===== config.mk =====
export PLATFORM = sky130hd
export DESIGN_NAME = rmq_div_stage
export DESIGN_NICKNAME = d
export VERILOG_FILES = /design/src/hdl/rmq_pkg.sv /design/src/hdl/rmq_div_stage.sv
export SDC_FILE = /design/constraint.sdc
export NUM_CORES = 1
export LEC_CHECK = 0
export BUFFER_PORTS_ARGS = -buffer_cell sky130_fd_sc_hd__buf_2
export CAP_MARGIN = 0
export CORE_AREA = 2 2 265 267
export CTS_CLUSTER_DIAMETER = 120
export DETAILED_ROUTE_END_ITERATION = 16
export DIE_AREA = 0 0 267 269
export GPL_ROUTABILITY_DRIVEN = 0
export PLACE_DENSITY = 0.46
export SLEW_MARGIN = 10
export SYNTH_ARGS = -nofsm -noshare
export SYNTH_HDL_FRONTEND = slang
export SYNTH_SLANG_ARGS = --single-unit
export TNS_END_PERCENT = 20

===== constraint.sdc =====
create_clock -name clk_i -period 1.3 [get_ports clk_i]
set_input_delay 0.13 -clock clk_i [delete_from_list [all_inputs] [get_ports clk_i]]
set_output_delay 0.13 -clock clk_i [all_outputs]
set_load 0.005 [all_outputs]

===== src/hdl/rmq_pkg.sv =====
`timescale 1ns / 1ps
// Package for the rotation-matrix-to-quaternion pipeline.
// Holds widths, data types and the stage payload structs; no dependencies.
package rmq_pkg;

  localparam int DATA_WIDTH = 16;
  localparam int FRAC_BITS  = 14;

  // t and the raw components, signed
  localparam int TW = ((FRAC_BITS + 2 > DATA_WIDTH) ? FRAC_BITS + 2 : DATA_WIDTH) + 2;
  // magnitude of a raw component
  localparam int MW = TW - 1;
  // radicand t * 2^FRAC_BITS
  localparam int XW = MW + FRAC_BITS;
  // square root width
  localparam int RW = (XW + 1) / 2;
  // dividend |raw| * 2^(FRAC_BITS-1) + r/2
  localparam int NW = MW + FRAC_BITS;

  typedef logic signed [DATA_WIDTH-1:0] data_t;

  typedef struct packed {
    logic                  bad;
    logic [3:0]            neg;
    logic [3:0][MW-1:0]    mag;
    logic [2*RW-1:0]       rad;
    logic [RW:0]           rem;
    logic [RW-1:0]         root;
  } sqrt_t;

  typedef struct packed {
    logic                  bad;
    logic [3:0]            neg;
    logic [RW-1:0]         dvs;
    logic [3:0][NW-1:0]    num;
    logic [3:0][RW-1:0]    rem;
    logic [3:0][NW-1:0]    quo;
  } div_t;

endpackage


===== src/hdl/rmq_div_stage.sv =====
`timescale 1ns / 1ps
// One quotient bit of a restoring divide, four lanes sharing one divisor.
// Depends on rmq_pkg.
module rmq_div_stage import rmq_pkg::*; (
  input  logic clk_i,
  input  logic rst_ni,
  input  logic en_i,
  input  logic valid_i,
  input  div_t data_i,
  output logic valid_o,
  output div_t data_o
);

  logic [RW:0] trial [4];
  logic [3:0]  ge;
  logic        valid_q;
  div_t        data_d, data_q;

  always_comb begin
    data_d = data_i;
    for (int k = 0; k < 4; k++) begin
      trial[k] = {data_i.rem[k], data_i.num[k][NW-1]};
      ge[k]    = (trial[k] >= {1'b0, data_i.dvs});
      data_d.rem[k] = ge[k] ? RW'(trial[k] - {1'b0, data_i.dvs}) : RW'(trial[k]);
      data_d.num[k] = data_i.num[k] << 1;
      data_d.quo[k] = {data_i.quo[k][NW-2:0], ge[k]};
    end
  end

  always_ff @(posedge clk_i or negedge rst_ni) begin
    if (!rst_ni) begin
      valid_q <= 1'b0;
    end else if (en_i) begin
      valid_q <= valid_i;
    end
  end

  always_ff @(posedge clk_i) begin
    if (en_i) begin
      data_q <= data_d;
    end
  end

  assign valid_o = valid_q;
  assign data_o  = data_q;

endmodule


==> run_results.csv <==
group,metric,value,unit
sta,worstMarginPinSlew,0.492,ns
sta,max-slew-margin-rel,66.8,%
clocking,cts_inserted_buffers,43,
synth,syn-cell-area,14100,µm²
die,die-area,71800,µm²
die,die_h,269,µm
sta,fmax,0.519,GHz
outcome,status,"finished with violations",
synth,synth_edf_count,329,
power_and_ir_drop,power_density,1250,nW/µm²
synth,synth_warnings,0,
setup_path,path_cells,"buf_8 > clkinvlp_4 > buf_6 > buf_6 > ha_4 > nand4_1 > nor4_2 > buf_4 > nor4_4 > o21ai_2 > buf_4 > buf_4 > mux2_2",
global_route,grt-ovfl-total,0,
power_and_ir_drop,p_sw_share,26.5,%
synth,synth_commonest_cells,"edfxtp_1 (329), ha_1 (64), a21oi_1 (42)",
global_route,grt_first_pass_wirelength,97300,µm
setup_path,cpMostUsedCell,"buf_4",
power_and_ir_drop,p_switching,8.79,mW
setup_path,required,1.61,ns
sta,finalSetupViolCount,79,
synth,yosysMostFrequentCell,"edfxtp_1",
setup_path,cp_top_family,"buffers and inverters",
setup_path,critPathLaunchType,"primary input",
drt,drtIter0Drc,791,
clocking,clkTransAtPathRegs,0.05,ns
synth,synth_largest_area_cell,"edfxtp_1",
drt,drt_first_pass_iters,5,
power_and_ir_drop,p_clk_share,37.9,%
setup_path,cp_slowest_cell,"mux2_2",
setup_path,worstPathMaxFanout,5,
power_and_ir_drop,combPwrFrac,22.0,%
hold_path,min_path_type,"in -> reg",
synth,async_reset_ff_share,0.303,%
sta,skew,0,ns
synth,synth.top_cell.area_share,70.2,%
setup_path,slowest_delay,0.33,ns
synth,avgSynthCellArea,15.9,µm²
synth,synth_seq_area_share,70.4,%
synth,synth_seq_cells,330,
clocking,cts_buffer_depth,3,
sta,min_period,1.93,ns
synth,synthFlopType,"edfxtp_1",
drt,ant_nets,0,
layout,nets,2580,
die,die_w,267,µm
drt,finalWirelength,72900,µm
place,dp_slack,-1.46,ns
layout,final_cell_count_no_fill,3158,
setup_path,worstSetupEndpointType,"flop",
clocking,cts_tree,"done",
setup_path,arrival,2.24,ns
layout,syn2layout_area_growth,88.9,%
job,drv_cap,0,
sta,hold_ws,0.0441,ns
die,io-pin-count,671,
global_route,grt_usage,19.1,%
layout,n_fill_cell,6730,
clocking,ctsHtreeMaxLevel,2,
power_and_ir_drop,p_int,24.4,mW
synth,synth_cell_type_count,73,
drt,routed_via_density,4.13,
power_and_ir_drop,sequentialPowerShare,40.1,%
power_and_ir_drop,vdd_drop_max,0.838,mV
setup_path,worst-path-buf-inv,7,
drt,vias,13037,
die,start_util,20.3,%
place,io_buffers,662,
global_route,grt_pass1_vias,13645,
power_and_ir_drop,p_leak,11.4,nW
place,dp_hpwl,57100,µm
layout,drive_above_1_share,52.4,%
synth,netlist_instances,887,
clocking,cts-root-buf,"clkbuf_16",
die,floorplan.core_area,69300,µm²
sta,final-hold-violation-count,0,
global_route,grt_max_degree,32,
global_route,antenna_found_initial,30,
sta,min_period_over_period,148,%
drt,drc,0,
outcome,violations,"negative setup slack",
sta,rsz0062_at_grt,"yes",
synth,synth.top_cells.by_area,"edfxtp_1 (70%), ha_1 (5.7%), mux2_2 (2.7%), xnor2_1 (1.6%), a21oi_1 (1.5%)",
clocking,cts_sinks,330,
sta,setup_ws,-0.628,ns
drt,wl_per_cell,23.1,µm
setup_path,crit_type,"in -> reg",
die,num_rows,97,
sta,drv_slew,0,
place,dp.cells,2713,
clocking,clock_latency,0.57,ns
==> cell usage in the layout (no fill, tap or decap), types with 19 or more instances in the layout <==
cell           synthesis  routed
ha_1                  64      32
edfxtp_1             329     329
dlygate4sd3_1          0     319
mux2_4                 1      26
clkbuf_16              0      44
buf_6                  6      33
buf_2                  2     643
inv_1                 36      26
buf_4                  4     235
a21oi_1               42      34
nand2_1               32      29
nor2_1                41      37
ha_4                   0      29
o21ai_0               28      21
buf_12                 0      19
o21a_1                21      21
xnor2_1               25      24
==> registers in the layout (all words and copies together) (netlist names) <==
register / count
valid_o: 1
data_o: 329
==> routing by layer <==
metal	share of wire, %	vias to the layer above	track usage (%)
met2	50	459	33.8
met5	0.21	-	0
met4	3.3	26	6.23
li1	-	6069	-
met1	38	6371	21.5
met3	7.9	112	6.43
==> cells by family (layout without fill, tap and decap cells) <==
kind of cell,after synthesis,after routing,share of synthesized area [%]
AND/OR/NAND/NOR,152,153,5.40
buffers and inverters,55,1373,1.94
adder cells (fa/ha/maj),68,68,6.26
AO/OA/AOI/OAI,190,190,9.42
flip-flops,330,330,70.4
other,1,13,0.0267
XOR/XNOR,39,39,2.43
multiplexers,52,52,4.10
==> tightest hold or removal path, stage by stage <==
cell and delay, ns:
buf_2 0.13, buf_4 0.12, mux2_4 0.13
==> path summary, 6_finish.rpt <==
path                                   from          end  slack [ns]  cells past startpoint
worst max-delay path            data_i[323]  data_o[143]       -0.63                     13
worst min-delay path            data_i[158]  data_o[159]        0.04                      3
worst max register to register      valid_o      valid_o        0.55                      1
worst min register to register      valid_o      valid_o        0.53                      1
max in group asynchronous            rst_ni      valid_o        0.80                      3
min in group asynchronous            rst_ni      valid_o        0.40                      3
==> layout make-up <==
| type | count | area [µm²] | share of cell area, % |
|---|---|---|---|
| Sequential cell | 330 | 9900 | 37.3 |
| Clock buffer | 48 | 1090 | 4.12 |
| Tap cell | 940 | 1180 | 4.43 |
| Timing Repair inverter | 1 | 11.3 | 0.0424 |
| Antenna cell | 9 | 22.5 | 0.0848 |
| Timing Repair Buffer | 1256 | 9040 | 34.0 |
| Multi-Input combinational cell | 506 | 4740 | 17.8 |
| Clock inverter | 31 | 393 | 1.48 |
| Inverter | 37 | 180 | 0.678 |
==> power by group through the flow <==
| stage | clock network, mW | registers [mW] | logic (mW) |
|---|---|---|---|
| after floorplan | 0 | 13.5 | 1.90 |
| after global placement | 0 | 13.5 | 5.68 |
| after detailed placement | 0 | 13.5 | 5.69 |
| after CTS | 12.9 | 13.3 | 7.11 |
| after global routing | 13.3 | 13.4 | 7.86 |
| final | 12.6 | 13.3 | 7.31 |
==> metrics by stage <==
step | utilization (%) | instance area, µm² | TNS, ns | total power, mW
floorplan | - | 14100 | -56.12 | 15.4
global placement | 29.6 | 20500 | -82.85 | 19.2
detailed placement | 29.6 | 20500 | -84.81 | 19.2
CTS | 37.6 | 26100 | -33.94 | 33.3
global route | 38.3 | 26600 | -39.67 | 34.6
finish | 38.3 | 26600 | -35.73 | 33.2
==> repair_timing <==
item                       in CTS  in global routing
buffers inserted               22                 13
hold buffers                  318                  1
cloned                          1                  2
pin swaps                      24                 21
gates resized for setup       135                 69
hold endpoints to repair      326                  1
setup endpoints to repair     104                113
(Power assumes the default switching activity.)
