`src/hdl/rmq_pkg.sv`:
```
`timescale 1ns / 1ps
// Package for the rotation-matrix-to-quaternion pipeline.
// Holds widths, data types and the stage payload structs; no dependencies.
package rmq_pkg;

  localparam int DATA_WIDTH = 16;
  localparam int FRAC_BITS  = 14;

  // t and the raw components, signed
  localparam int TW = ((FRAC_BITS + 2 > DATA_WIDTH) ? FRAC_BITS + 2 : DATA_WIDTH) + 2;
  // magnitude of a raw component
  localparam int MW = TW - 1;
  // radicand t * 2^FRAC_BITS
  localparam int XW = MW + FRAC_BITS;
  // square root width
  localparam int RW = (XW + 1) / 2;
  // dividend |raw| * 2^(FRAC_BITS-1) + r/2
  localparam int NW = MW + FRAC_BITS;

  typedef logic signed [DATA_WIDTH-1:0] data_t;

  typedef struct packed {
    logic                  bad;
    logic [3:0]            neg;
    logic [3:0][MW-1:0]    mag;
    logic [2*RW-1:0]       rad;
    logic [RW:0]           rem;
    logic [RW-1:0]         root;
  } sqrt_t;

  typedef struct packed {
    logic                  bad;
    logic [3:0]            neg;
    logic [RW-1:0]         dvs;
    logic [3:0][NW-1:0]    num;
    logic [3:0][RW-1:0]    rem;
    logic [3:0][NW-1:0]    quo;
  } div_t;

endpackage

```
`src/hdl/rmq_sqrt_stage.sv`:
```
`timescale 1ns / 1ps
// One digit of the integer square root: two radicand bits, one root bit.
// Depends on rmq_pkg.
module rmq_sqrt_stage import rmq_pkg::*; (
  input  logic  clk_i,
  input  logic  rst_ni,
  input  logic  en_i,
  input  logic  valid_i,
  input  sqrt_t data_i,
  output logic  valid_o,
  output sqrt_t data_o
);

  logic [RW+1:0] trial, cand;
  logic          ge;
  logic          valid_q;
  sqrt_t         data_d, data_q;

  always_comb begin
    trial  = {data_i.rem[RW-1:0], data_i.rad[2*RW-1 -: 2]};
    cand   = {data_i.root, 2'b01};
    ge     = (trial >= cand);
    data_d = data_i;
    data_d.rad  = data_i.rad << 2;
    data_d.rem  = ge ? (RW+1)'(trial - cand) : (RW+1)'(trial);
    data_d.root = {data_i.root[RW-2:0], ge};
  end

  always_ff @(posedge clk_i or negedge rst_ni) begin
    if (!rst_ni) begin
      valid_q <= 1'b0;
    end else if (en_i) begin
      valid_q <= valid_i;
    end
  end

  always_ff @(posedge clk_i) begin
    if (en_i) begin
      data_q <= data_d;
    end
  end

  assign valid_o = valid_q;
  assign data_o  = data_q;

endmodule

```
`config.mk`:
```
export PLATFORM = sky130hd
export DESIGN_NAME = rmq_sqrt_stage
export DESIGN_NICKNAME = d
export VERILOG_FILES = /design/src/hdl/rmq_pkg.sv /design/src/hdl/rmq_sqrt_stage.sv
export SDC_FILE = /design/constraint.sdc
export NUM_CORES = 1
export LEC_CHECK = 0
export BUFFER_PORTS_ARGS = -buffer_cell sky130_fd_sc_hd__buf_2
export CAP_MARGIN = 0
export CORE_MARGIN = 3
export CORE_UTILIZATION = 25
export CTS_BUF_LIST = sky130_fd_sc_hd__clkbuf_4
export CTS_CLUSTER_SIZE = 14
export DETAILED_ROUTE_END_ITERATION = 8
export SETUP_SLACK_MARGIN = 0.15
export SYNTH_ARGS = -nofsm -noshare
export SYNTH_HDL_FRONTEND = slang
export SYNTH_SLANG_ARGS = --single-unit
export TNS_END_PERCENT = 20
```
`constraint.sdc`:
```
create_clock -name clk_i -period 1 [get_ports clk_i]
set_clock_uncertainty 0.05 [all_clocks]
set_input_delay 0.1 -clock clk_i [delete_from_list [all_inputs] [get_ports clk_i]]
set_output_delay 0.1 -clock clk_i [all_outputs]
set_load 0.01 [all_outputs]
```
==> reports/results.txt <==
The period utilization was 175.6%; the biggest fanout along the worst timing path was 5. The worst setup path is launched from an input port. For the number of global-route vias before repair, the log shows 4908.

The run finished, with violations left. The area share of the leading cell type in the synthesized netlist was 75.09%; the number of setup violations in the final report was 199. After floorplanning, the core was sized to cover 0.02122 mm^2.

Across the run, the number of max-cap violations was 0. TritonCTS built the clock tree. Entering global routing, the biggest net connects 43 pins. By instance count, the cell type seen most on the critical path is sky130_fd_sc_hd__a21o_1. The total power divided by cell area was 1470 mW/mm^2. In this design, the stage delay of the slowest critical-path cell is 0.37 ns. The worst setup margin came out at -0.7561 ns. Summed over all cells, the static leakage comes to 4.214 nW. The run gives 0.02356 mm^2 as the full die area. The leftover overflow at the end of global routing came out at 0.

In this design, the largest share of critical-path delay is due to compound AO/OA/AOI/OAI gates. The post-layout minimum cycle time is 1.756 ns. The headroom to the max-slew limit is 58.71%.

In the final layout, the share of cells above drive strength 1 is 49.46%. The buffer and inverter count on the worst path was 3; the initial core utilization was 25.63%. For this run, the top clock speed supported by timing is 0.5694 GHz.

IR analysis of the VDD net gives a maximum drop of 0.5676 mV. The switching power total was 3.904 mW. The slowest stage of the critical path is the sky130_fd_sc_hd__a311o_1 cell. CTS buffer count: 17. The logs give 6 for the final number of hold-violating endpoints and 4 for the maximum level of the CTS H-tree.

The internal portion of the total power is 10.07 mW. Synthesized area per cell: 17.27 um^2. Before antenna repair, the detailed router went through 4 iterations. In the synthesized netlist the async set-or-reset flop fraction comes to 0.7299%. The final core utilization is 44.81%, and the total area of multi-input combinational cells is 0.001232 mm^2. After detailed routing, the total wire length is 19590 um.

Start-to-end type of the worst setup path: in2reg. The first routing iteration left 210 violations. The clock reaches the later pin of the worst-skew pair after 0.51 ns. Worst endpoint required time: 1.23 ns. The library cells used most frequently in the layout, excluding fill and tap cells, are sky130_fd_sc_hd__buf_2 (271), sky130_fd_sc_hd__dlygate4sd3_1 (139), sky130_fd_sc_hd__edfxtp_1 (136), sky130_fd_sc_hd__buf_4 (69), sky130_fd_sc_hd__inv_1 (20). In this run the core area contains 53 standard-cell rows.

For the clock tree buffer depth, the log shows 2. The cell sitting at the root of the clock tree is a sky130_fd_sc_hd__clkbuf_4. The remaining routing DRC violations is 0.

The checks that failed: negative hold slack, negative setup slack. The library cell used most frequently in the layout, excluding fill and tap cells, is sky130_fd_sc_hd__buf_2. After detailed routing, the number of vias per cell comes to 4.266. The logs give 1964 for the filler cell count and 13790 um for the estimated wirelength of the detail-placed design. The floorplan step set the die width to 153.5 um. The flip-flop and latch count after synthesis works out to 137. After synthesis, flip-flops and latches occupy 75.55% of the total area.

Routability-driven placement finished with a final weighted congestion of 0.8550. The run gives -0.2727 ns as the post-route worst hold slack. The min-delay analysis places its worst path in the category in2reg. In this run, synthesis inferred 136 flip-flops with an integrated enable.

The number of distinct library cell variants in the gate-level netlist after synthesis is 57. In the synthesized netlist the dominant register cell turns out to be sky130_fd_sc_hd__edfxtp_1. The critical path goes through buf_12, inv_6, ha_4, a21o_1, a21o_1, a311o_1, o31ai_4, and2_4, inv_12, mux2_4. The count of pins over their slew limit is 0.

After detailed placement, the total cell area comes to 0.007692 mm^2. The routed layout has 4710 vias. The initial antenna violation count was 1; the count of warnings emitted by yosys was 0. The count of nets left with antenna violations after detail routing is 0, and the final design instance area without fill is 0.009508 mm^2. The overall global routing resource usage was 16.20%. Sorting the synthesized cells by area gives the leading types as sky130_fd_sc_hd__edfxtp_1 (75%), sky130_fd_sc_hd__ha_1 (4.1%), sky130_fd_sc_hd__mux2_4 (2.2%), sky130_fd_sc_hd__inv_1 (1.5%), sky130_fd_sc_hd__xnor2_1 (1.3%). The average wire length per cell after detail routing is 17.74 um. The synthesis-to-layout area growth is 74.81%, and the CTS clock-pin slew for the worst setup and hold paths is 0.12 ns.

During placement, the flow inserted port buffers numbering 277. Setup repair after global routing could not meet its margin everywhere. 0 antenna diodes ended up in the layout. The type of destination of the critical path is a flip-flop. The accumulated negative setup slack is -52.57 ns.

Registers are responsible for 50.4% of the overall power. From bottom edge to top edge, the die measures 153.5 um. Net switching is 27.94% of the power. The synthesized netlist occupies a cell area of 0.005439 mm^2. For this design, the sink count on the clock tree is 137. The clock network burns 28.0% of the power. The register area came out at 0.004109 mm^2. The first global-routing pass estimated 29100 um of wire.

Data arrives at the worst endpoint at 1.98 ns. Combinational cells account for 21.7% of the total power. Top cell type by total area after synthesis: sky130_fd_sc_hd__edfxtp_1. In the final design database the tool counted 976 nets. The slew at the pin with the worst max-slew slack came out at 0.6173 ns. The tools report the number of cells produced by synthesis as 315. The number of top-level pins is 281.
[Yosys cell counts, types with 3 or more instances]
master,number
sky130_fd_sc_hd__o31ai_1,6
sky130_fd_sc_hd__a21o_1,8
sky130_fd_sc_hd__nor3_1,4
sky130_fd_sc_hd__o21a_1,7
sky130_fd_sc_hd__ha_1,18
sky130_fd_sc_hd__a21oi_1,6
sky130_fd_sc_hd__clkbuf_1,5
sky130_fd_sc_hd__xor2_1,3
sky130_fd_sc_hd__xnor2_1,8
sky130_fd_sc_hd__mux2_4,8
sky130_fd_sc_hd__o21ai_0,11
sky130_fd_sc_hd__nor2_1,9
sky130_fd_sc_hd__inv_1,22
sky130_fd_sc_hd__nand3_1,8
sky130_fd_sc_hd__nand2_1,5
sky130_fd_sc_hd__edfxtp_1,136
sky130_fd_sc_hd__and3_1,3
[what timing repair did]
item | CTS | global route
buffers inserted | 2 | 2
gates cloned | 1 | 0
pin swaps | 6 | 3
endpoints found under the hold margin | 167 | 26
setup endpoints to repair | 155 | 211
resized for setup | 10 | 11
hold buffers | 139 | 1
[per-stage QoR]
stage / setup slack [ns] / power [mW] / hold WS (ns) / instances
2_1_floorplan: -1.417 / 8.222 / -0.2456 / 316
3_3_place_gp: -1.426 / 9.613 / -0.1751 / 928
3_5_place_dp: -1.435 / 9.645 / -0.1747 / 928
4_1_cts: -0.7251 / 14.17 / -0.3351 / 1102
5_1_grt: -0.7496 / 14.70 / -0.3449 / 1104
6_report: -0.7561 / 13.97 / -0.2727 / 1104
[final cells by class]
type                            count  share of cell area [%]
Tap cell                          275                   3.619
Timing Repair inverter              1                 0.09212
Inverter                           23                   1.092
Clock inverter                     14                   1.698
Clock buffer                       18                   1.421
Timing Repair Buffer              489                   35.90
Sequential cell                   137                   43.22
Multi-Input combinational cell    147                   12.96
[registers in the layout, indices dropped and copies added, names as in the netlist]
| name | flops |
|---|---|
| data_o | 136 |
| valid_o | 1 |
[worst paths after layout]
kind                           start    endpoint  slack, ns  depth (start not counted)
max                        data_i[9]  data_o[21]      -0.76                         10
min                        data_i[9]  data_o[10]      -0.27                          1
max reg2reg                  valid_o     valid_o       0.17                          1
min reg2reg                  valid_o     valid_o       0.51                          1
max in group asynchronous     rst_ni     valid_o       0.41                          3
min in group asynchronous     rst_ni     valid_o       0.38                          3
[logic make-up (layout without fill, tap and decap cells)]
family / after synthesis / count (layout) / synth area share [%]
muxes: 12 / 12 / 2.991
DFF: 137 / 137 / 75.55
xor gates and xnor gates: 11 / 11 / 1.771
other: 1 / 2 / 0.06895
adders and majority gates: 18 / 18 / 4.141
and+or+nand+nor: 43 / 43 / 4.187
AOI/OAI and AO/OA: 61 / 61 / 8.374
buffers and inverters: 32 / 545 / 2.922
[metal layers]
layer  up-vias  part of all wire (%)  GRT usage, %
met2       191                    54         30.23
met3        23                   7.2         4.813
met5         -                  0.10             0
met4         2                   1.9         4.626
li1       2233                     -             -
met1      2261                    37         17.75
[power groups by stage]
| stage | sequential, mW | clock, mW | combinational (mW) |
|---|---|---|---|
| after floorplan | 7.43 | 0 | 0.793 |
| after global placement | 7.16 | 0 | 2.45 |
| after detailed placement | 7.17 | 0 | 2.48 |
| after CTS | 7.04 | 4.14 | 3.00 |
| after global routing | 7.08 | 4.35 | 3.27 |
| final | 7.04 | 3.91 | 3.03 |
No activity file was read; power rests on OpenSTA's default activity.
